$ cat config.mk
export PLATFORM = sky130hd
export DESIGN_NAME = mvu_front
export DESIGN_NICKNAME = d
export VERILOG_FILES = /design/src/design/mvu_pkg.sv /design/src/design/mvu_front.sv
export SDC_FILE = /design/constraint.sdc
export NUM_CORES = 1
export LEC_CHECK = 0
export BUFFER_PORTS_ARGS = -buffer_cell sky130_fd_sc_hd__buf_2
export CORE_MARGIN = 5
export CORE_UTILIZATION = 30
export DETAILED_ROUTE_END_ITERATION = 16
export PLACE_DENSITY_LB_ADDON = 0.08
export RECOVER_POWER = 25
export SYNTH_ARGS = -nofsm -noshare
export SYNTH_HDL_FRONTEND = slang
export SYNTH_SLANG_ARGS = --single-unit
$ cat constraint.sdc
create_clock -name clk_i -period 1 [get_ports clk_i]
set_input_delay 0.15 -clock clk_i [delete_from_list [all_inputs] [get_ports clk_i]]
set_output_delay 0.15 -clock clk_i [all_outputs]
set_load 0.005 [all_outputs]
$ cat src/design/mvu_pkg.sv
package mvu_pkg;

  localparam int unsigned KindW           = 2;
  localparam int unsigned ResultW         = 48;
  localparam int unsigned CfgW            = 11;
  localparam int unsigned DefValueWidth   = 16;
  localparam int unsigned DefMaxDotLength = 1024;
  localparam int unsigned QueueDepth      = 2;

  typedef enum logic [KindW-1:0] {
    KindDot = 2'd0,
    KindAdd = 2'd1,
    KindMul = 2'd2
  } kind_e;

  typedef struct packed {
    logic full;
    logic empty;
  } q_status_t;

endpackage

$ cat src/design/mvu_front.sv
module mvu_front #(
  parameter int unsigned VALUE_WIDTH    = mvu_pkg::DefValueWidth,
  parameter int unsigned MAX_DOT_LENGTH = mvu_pkg::DefMaxDotLength
) (
  input  logic                                          clk_i,
  input  logic                                          rst_ni,
  input  logic                                          s_axis_tvalid_i,
  output logic                                          s_axis_tready_o,
  input  logic [2*VALUE_WIDTH-1:0]                      operands_i,
  input  logic [mvu_pkg::KindW-1:0]                     kind_i,
  input  logic                                          cfg_valid_i,
  output logic                                          cfg_ready_o,
  input  logic [mvu_pkg::CfgW-1:0]                      cfg_data_i,
  input  mvu_pkg::q_status_t                            q_status_i,
  output logic                                          push_o,
  output logic [mvu_pkg::KindW+2*VALUE_WIDTH-1:0]       entry_o,
  output logic [$clog2(MAX_DOT_LENGTH+1)-1:0]           eff_len_o
);
  import mvu_pkg::*;

  localparam int unsigned LenW = $clog2(MAX_DOT_LENGTH + 1);
  localparam int unsigned CmpW = (LenW > CfgW) ? LenW : CfgW;

  logic            known_kind;
  logic [LenW-1:0] eff_len_q, eff_len_d;

  // kind 3 is taken and dropped here, it never reaches the queue
  always_comb begin
    case (kind_e'(kind_i))
      KindDot, KindAdd, KindMul: known_kind = 1'b1;
      default:                   known_kind = 1'b0;
    endcase
  end

  assign s_axis_tready_o = !q_status_i.full;
  assign push_o          = s_axis_tvalid_i && s_axis_tready_o && known_kind;
  assign entry_o         = {operands_i, kind_i};

  // zero acts as one, anything above the maximum is clamped
  always_comb begin
    if (cfg_data_i == '0) begin
      eff_len_d = LenW'(1);
    end else if (CmpW'(cfg_data_i) > CmpW'(MAX_DOT_LENGTH)) begin
      eff_len_d = LenW'(MAX_DOT_LENGTH);
    end else begin
      eff_len_d = LenW'(cfg_data_i);
    end
  end

  always_ff @(posedge clk_i or negedge rst_ni) begin
    if (!rst_ni) begin
      eff_len_q <= LenW'(1);
    end else if (cfg_valid_i) begin
      eff_len_q <= eff_len_d;
    end
  end

  assign cfg_ready_o = 1'b1;
  assign eff_len_o   = eff_len_q;

endmodule

==> summary.md <==
| Metric | Value |
|---|---|
| Leakage | 0.399 nW |
| Status | finished with violations |
| Mapped Avg Cell Area | 8.92 µm² |
| Most common cell in the synthesized netlist | buf_4 |
| Failing checks | negative setup slack |
| Final WS setup | -0.0384 ns |
| Netlist Area Pre-Place | 776 µm² |
| Worst hold endpoint | eff_len_o[0] |
| Post-CTS setup buffer count | 0 |
| F_max | 963 MHz |
| Worst R2R End | eff_len_o[0] |
| WL per Instance | 14.0 µm |
| RSZ-0062 raised after global routing | yes |
| Post-Synthesis Cells | 87 |
| Power Total | 0.993 mW |
| Diodes inserted | 0 |
| Seq/Total Area, Yosys | 0.356 |
| Worst-skew pair later-pin latency | 0.26 ns |
| Leading area contributor after synthesis | buf_4 |
| Worst setup EP type | output pin |
| Hold Path Stages | 3 |
| Total number of vias | 517 |
| EDFF count, synth | 0 |
| VDD IR max | 0.860 mV |
| Largest register FFs | 11 |
| Layout area overhead | -1.94% |
| Cells along the critical path | buf_6 |
| Final Instance Area | 761 µm² |
| First-pass GRT wire length | 2290 µm |
| Setup WS pre-CTS | 0.138 ns |
| Vias per cell | 4.34 |
| Met3 Use GR | 0.0574 |
| Reg2reg start | eff_len_o[0] |
| R2R depth | 2 |
| Min-Delay Path Class | in -> reg |
| Met1 usage | 0.0838 |
| Clock tree buffer depth | 2 |
| Slowest stage cell, crit path | dfstp_2 |
| # fillers | 283 |
| Netlist cell types | 19 |
| CORE AREA | 2480 µm² |
| Starting Density | 0.313 |
| Std cell rows | 18 |
| Fin cells | 119 |
| Max Slew Vio Count | 0 |
| GR Util met2 | 0.151 |
| Number of global-route vias before repair | 491 |
| Nets | 141 |
| Worst path max stage delay | 0.54 ns |
| Max H-tree Level | 1 |
| Top_reg_cell synth | dfrtp_1 |
| Ys async rst share | 1.00 |
| Pwr/cell area | 1310 nW/µm² |
| Yosys reg bits | 11 |
| DRT antenna net count | 0 |
| Reg clk slew, reported paths | 0.07 ns |
| TritonCTS Sinks | 11 |
| Placed Cells | 114 |
| I/O Pins | 99 |
| Delay-heaviest family, CP | flip-flops |
| Final wirelength | 1660 µm |
| Most Crowded Layer GR | met2 |
| Final hold vios | 0 |
| CP Class | reg -> out |
| Die span in x | 60.9 µm |
| Worst Hold Slack | 0.135 ns |
| Area contributors post-synth | buf_4 35%, dfrtp_1 32%, nand3b_1 7.7% |
| Aggregate global routing overflow | 0 |
| CTS Buf Count | 3 |
| Die area | 3700 µm² |
| Synth Net Count | 138 |
| DP Area | 718 µm² |
| Die height | 60.9 µm |
| Worst Path Buf+Inv | 1 |
| Max-cap viol count | 0 |
| Placer Congestion | 0.642 |
| Util after Layout | 0.307 |
| R2R setup slack | 0.21 ns |
| Req. time, crit path | 0.85 ns |
| Yosys warning count | 0 |
| Max FO, Critical Path | 2 |
| Share of the synthesized area in the top cell type | 0.348 |
| TritonCTS clock tree | built |
| TNS Setup | -0.0384 ns |
| Root Driver | clkbuf_4 |
| Post-DP HPWL | 1340 µm |
| Worst clock skew | 0 ns |
| CP Data Arrival Time | 0.89 ns |
| Initial antenna violation count | 0 |
| GRT Util Overall | 0.0872 |
| Residual DRC | 0 |
| Final setup fails | 1 |
| Hold path startpoint | cfg_data_i[0] |
| Post-layout min period | 1.04 ns |
| Largest net degree at the start of global routing | 12 |
| Port buffer count | 32 |
| Commonest cells post-synth | 36 x buf_4, 10 x dfrtp_1, 10 x inv_1 |
| Post-route clock period utilization | 1.04 |
| Initial DRC count | 3 |
| Worst setup SP type | flop |
| DRT Pass-1 Iters | 4 |
| Fraction of layout cells with a size suffix above 1 | 0.461 |
[cells by family after synthesis]
logic type,after synthesis,share of synthesized area
AO/OA/AOI/OAI,11,0.0823
AND/OR/NAND/NOR,14,0.118
buffers and inverters,48,0.406
flip-flops,11,0.356
multiplexers,2,0.0323
other,1,0.00483
[power by group]
group | leakage, nW | switching, mW | internal (mW)
Combinational | 0.245 | 0.0868 | 0.100
Clock | 0.0150 | 0.151 | 0.154
Sequential | 0.139 | 0.0179 | 0.483
Total | 0.399 | 0.256 | 0.738
[cell type report]
class / instances / area [µm²] / share of cell area
Clock buffer: 4 / 26.3 / 0.0345
Sequential cell: 11 / 277 / 0.363
Inverter: 10 / 37.5 / 0.0493
Tap cell: 30 / 37.5 / 0.0493
Timing Repair Buffer: 36 / 199 / 0.262
Multi-Input combinational cell: 28 / 184 / 0.242
[repair_timing]
item,CTS,global route
hold buffers,1,0
gates resized for setup,0,1
setup endpoints to repair,1,1
hold endpoints to repair,10,0
cloned,0,0
[worst max path at each step]
stage / end / startpoint / depth (start not counted) / slack (ns)
finish: eff_len_o[0] / eff_len_o[0] / 1 / -0.04
global route: eff_len_o[0] / eff_len_o[0] / 1 / -0.09
CTS: eff_len_o[0] / eff_len_o[0] / 1 / -0.06
detailed placement: eff_len_o[0] / cfg_data_i[8] / 4 / 0.14
global placement: eff_len_o[0] / cfg_data_i[8] / 4 / 0.09
floorplan: eff_len_o[0] / eff_len_o[0] / 2 / 0.23
[metal layers]
metal,vias up,part of all wire
met5,-,0
met4,0,0.012
met3,6,0.17
met2,38,0.47
met1,230,0.35
li1,243,-
[cell usage in the layout (no fill, tap or decap), types with 3 or more instances in the layout]
master and instances:
clkbuf_4 3, buf_2 31, dfrtp_1 10, nand3b_1 8
inv_1 10, buf_4 3, o21ai_0 8
Note: power is estimated with default switching activity, not from simulation.
