==> src/design/mvu_pkg.sv <==
package mvu_pkg;

  localparam int unsigned KindW           = 2;
  localparam int unsigned ResultW         = 48;
  localparam int unsigned CfgW            = 11;
  localparam int unsigned DefValueWidth   = 16;
  localparam int unsigned DefMaxDotLength = 1024;
  localparam int unsigned QueueDepth      = 2;

  typedef enum logic [KindW-1:0] {
    KindDot = 2'd0,
    KindAdd = 2'd1,
    KindMul = 2'd2
  } kind_e;

  typedef struct packed {
    logic full;
    logic empty;
  } q_status_t;

endpackage

==> src/design/mvu_fifo.sv <==
module mvu_fifo #(
  parameter int unsigned Width = 34,
  parameter int unsigned Depth = 2
) (
  input  logic                clk_i,
  input  logic                rst_ni,
  input  logic                push_i,
  input  logic [Width-1:0]    wdata_i,
  input  logic                pop_i,
  output logic [Width-1:0]    rdata_o,
  output mvu_pkg::q_status_t  status_o
);
  import mvu_pkg::*;

  localparam int unsigned AddrW = (Depth > 1) ? $clog2(Depth) : 1;
  localparam int unsigned CntW  = $clog2(Depth + 1);

  logic [Width-1:0] mem_q [Depth];
  logic [AddrW-1:0] wptr_q, wptr_d;
  logic [AddrW-1:0] rptr_q, rptr_d;
  logic [CntW-1:0]  count_q, count_d;

  always_comb begin
    wptr_d  = wptr_q;
    rptr_d  = rptr_q;
    count_d = count_q;
    if (push_i) begin
      wptr_d = (wptr_q == AddrW'(Depth - 1)) ? '0 : wptr_q + 1'b1;
    end
    if (pop_i) begin
      rptr_d = (rptr_q == AddrW'(Depth - 1)) ? '0 : rptr_q + 1'b1;
    end
    if (push_i && !pop_i) begin
      count_d = count_q + 1'b1;
    end else if (pop_i && !push_i) begin
      count_d = count_q - 1'b1;
    end
  end

  always_ff @(posedge clk_i or negedge rst_ni) begin
    if (!rst_ni) begin
      wptr_q  <= '0;
      rptr_q  <= '0;
      count_q <= '0;
    end else begin
      wptr_q  <= wptr_d;
      rptr_q  <= rptr_d;
      count_q <= count_d;
    end
  end

  always_ff @(posedge clk_i) begin
    if (push_i) begin
      mem_q[wptr_q] <= wdata_i;
    end
  end

  assign rdata_o        = mem_q[rptr_q];
  assign status_o.full  = (count_q == CntW'(Depth));
  assign status_o.empty = (count_q == '0);

  a_no_overfill: assert property (@(posedge clk_i) disable iff (!rst_ni)
    count_q <= CntW'(Depth))
    else $error("queue holds more entries than its depth");

  a_no_pop_empty: assert property (@(posedge clk_i) disable iff (!rst_ni)
    pop_i |-> (count_q != '0))
    else $error("queue popped while empty");

endmodule

==> config.mk <==
export PLATFORM = sky130hd
export DESIGN_NAME = mvu_fifo
export DESIGN_NICKNAME = d
export VERILOG_FILES = /design/src/design/mvu_pkg.sv /design/src/design/mvu_fifo.sv
export SDC_FILE = /design/constraint.sdc
export NUM_CORES = 1
export LEC_CHECK = 0
export ABC_AREA = 1
export BUFFER_PORTS_ARGS = -buffer_cell sky130_fd_sc_hd__buf_2
export CORE_MARGIN = 4
export CORE_UTILIZATION = 45
export DETAILED_ROUTE_END_ITERATION = 8
export GPL_TIMING_DRIVEN = 0
export PLACE_DENSITY = 0.76
export SLEW_MARGIN = 20
export SYNTH_ARGS = -nofsm -noshare
export SYNTH_HDL_FRONTEND = slang
export SYNTH_SLANG_ARGS = --single-unit
export TNS_END_PERCENT = 5
==> constraint.sdc <==
create_clock -name clk_i -period 3.5 [get_ports clk_i]
set_input_delay 0.7 -clock clk_i [delete_from_list [all_inputs] [get_ports clk_i]]
set_output_delay 0.7 -clock clk_i [all_outputs]
set_load 0.005 [all_outputs]
==> impl_results.md <==
* Status: complete, no violations
* Endpoints failing setup at 0
* Required time of the critical path at 2.80 ns
* Distinct cells, synth at 14
* Worst rel slew slack at 49.1%
* Overall global routing resource usage at 12.8%
* Initial DRT Pass Iterations at 4
* Highest metal used: met5
* Row count at 28
* Hold Path Class: in2async
* N_diodes at 0
* Fin crit share at 60.8%
* Setup crit start kind: flip-flop
* Max IR drop VDD at 0.000419 V
* Die X at 87.0 µm
* Metal2 WL at 2290 µm
* Critical path class: reg2out
* Full die area at 7580 µm²
* Num ports at 74
* Actual slew at the worst max-slew pin at 0.762 ns
* Core area at 5990 µm²
* F_max at 0.470 GHz
* Mapped Area at 2810 µm²
* Cell area after layout at 3480 µm²
* Gate Count Post-Synth at 131
* Leading cell type in the layout, fill and taps excluded: buf_2
* Port bufs at 73
* Yosys reg bits at 72
* Post-synthesis simple-gate area fraction at 1.47%
* H-tree Lvls at 3
* DRC Markers at 0
* Final min period at 2.13 ns
* Initial antenna violation count at 1
* Clock skew at 0.00318 ns
* Root Buffer: clkbuf_8
* WP data arrival at 1.43 ns
* GRT overflow at 0
* Synth warn at 0
* Multiplexer area fraction after synthesis at 17.5%
* Starting Density at 46.9%
* Layout cells sized above 1 at 57.0%
* Compound-Gate Fraction of Synth Area at 0%
* Gpl congestion at 0.708
* Final Hold Vio Count at 0
* Routed Antenna Nets at 0
* Max-slew violation count at 0
* CP startpoint: rptr_q$_DFFE_PN0P_
* M1 wire length at 1750 µm
* Synth Area per Inst at 21.5 µm²
* Net count after synthesis at 170
* CTS tree: built
* Setup bufs post-CTS at 0
* Hold slack at 0.171 ns
* Dpl cell area at 3310 µm²
* Leading cell types in the layout, fill and taps excluded: 73 x buf_2, 68 x edfxtp_1, 29 x mux2_4
* Via count at 1373
* Sink Count at 72
* Leak at 0.00144 µW
* Worst r2r path cells at 2
* Crit Path Max Fanout at 10
* Vias in the first global route at 1501
* Syn-to-layout area delta at 23.7%
* PostCTS Resize Cnt at 0
* Crit Reg-Reg Startpoint: wptr_q$_DFFE_PN0P_
* RSZ-0062 raised after global routing: false
* # fillers at 462
* Die H at 87.0 µm
* Hold_buf cts at 0
* Clock Tree Buf Depth at 2
* Final #Nets at 255
* Clock transition at the registers of the reported paths at 0.07 ns
* Met3 wire length at 359 µm
* Seq/Total Area, Yosys at 76.2%
* Post-Synth XOR/XNOR Area at 0.935%
* Vias per cell at 4.64
* Adder-Cell Fraction of Synth Area at 0.445%
* DP HPWL at 3020 µm
* Num CTS Buffers at 9
* Clock Latency Late Sink at 0.32 ns
* DRT iter0 DRCs at 61
* Largest net degree at the start of global routing at 35
* Wire per inst at 15.1 µm
* Combinational family with the most area after synthesis: multiplexers
* Pwr Density at 764 nW/µm²
* CP endpoint kind: primary output
* Max-Cap Viols at 0
* Global-route wire length before repair at 7070 µm
* Routed WL at 4470 µm
sequential cells by signal (all words and copies together), names as in the netlist:
name     count
wptr_q       1
rptr_q       1
count_q      2
mem_q       68
cell families (layout without fill, tap and decap cells):
family / after synthesis / after routing
xor gates and xnor gates: 3 / 3
adders and majority gates: 1 / 1
buffers and inverters: 11 / 101
DFF: 72 / 72
muxes: 34 / 34
and+or+nand+nor: 10 / 10
final cells by class:
| cell class | count | area (µm²) | share of cell area (%) |
|---|---|---|---|
| buffer | 4 | 71.3 | 2.05 |
| inverter | 7 | 26.3 | 0.756 |
| sequential | 72 | 2140 | 61.6 |
| clock inverter | 1 | 5.00 | 0.144 |
| multi-input combinational | 48 | 579 | 16.7 |
| clock buffer | 15 | 166 | 4.79 |
| tap | 75 | 93.8 | 2.70 |
| timing repair buffer | 74 | 393 | 11.3 |
worst max-delay path, cell delays in order, from the launching register on:
cell     delay (ns)
dfrtp_1        0.37
buf_6          0.15
buf_12         0.15
mux2_4         0.30
buf_2          0.13
synthesized netlist by cell type:
master / count / area share [%]
buf_12: 3 / 2.1
buf_6: 1 / 0.40
dfrtp_1: 4 / 3.6
edfxtp_1: 68 / 73
ha_1: 1 / 0.44
inv_1: 7 / 0.93
mux2_2: 5 / 2.0
mux2_4: 29 / 15
nand2_1: 5 / 0.67
nand3_1: 1 / 0.18
nand4_1: 1 / 0.22
nor2_1: 3 / 0.40
xnor2_1: 1 / 0.31
xor2_1: 2 / 0.62
worst paths after layout:
path / endpoint / slack, ns
max in group asynchronous: rptr_q$_DFFE_PN0P_ / 3.21
max: rdata_o[12] / 1.37
min in group clk_i: count_q[1]$_DFFE_PN0P_ / 0.53
min reg2reg: count_q[1]$_DFFE_PN0P_ / 0.53
max reg2reg: mem_q[0][1]$_DFFE_PP_ / 2.02
min: count_q[0]$_DFFE_PN0P_ / 0.17
stage by stage:
stage | total power, µW | utilization [%] | setup WS [ns] | cells | TNS (ns)
after CTS | 2700 | 58.0 | 1.34 | 296 | 0
after detailed placement | 2130 | 55.2 | 1.54 | 280 | 0
after floorplan | 1810 | - | 0.902 | 131 | 0
after global routing | 2800 | 58.0 | 1.30 | 296 | 0
final | 2660 | 58.0 | 1.37 | 296 | 0
after global placement | 2080 | 54.6 | -0.0605 | 279 | -2.02
power by group:
| group | internal (µW) | switching [µW] | total (µW) |
|---|---|---|---|
| Sequential | 1150 | 56.7 | 1200 |
| Combinational | 507 | 373 | 880 |
| Clock | 297 | 273 | 570 |
per-layer routing:
layer  global-route usage [%]  vias up
li1                         -      668
met1                     13.7      646
met2                     21.7       49
met3                     5.87        8
met4                     5.52        2
met5                        0        -
No activity file was read; power rests on OpenSTA's default activity.
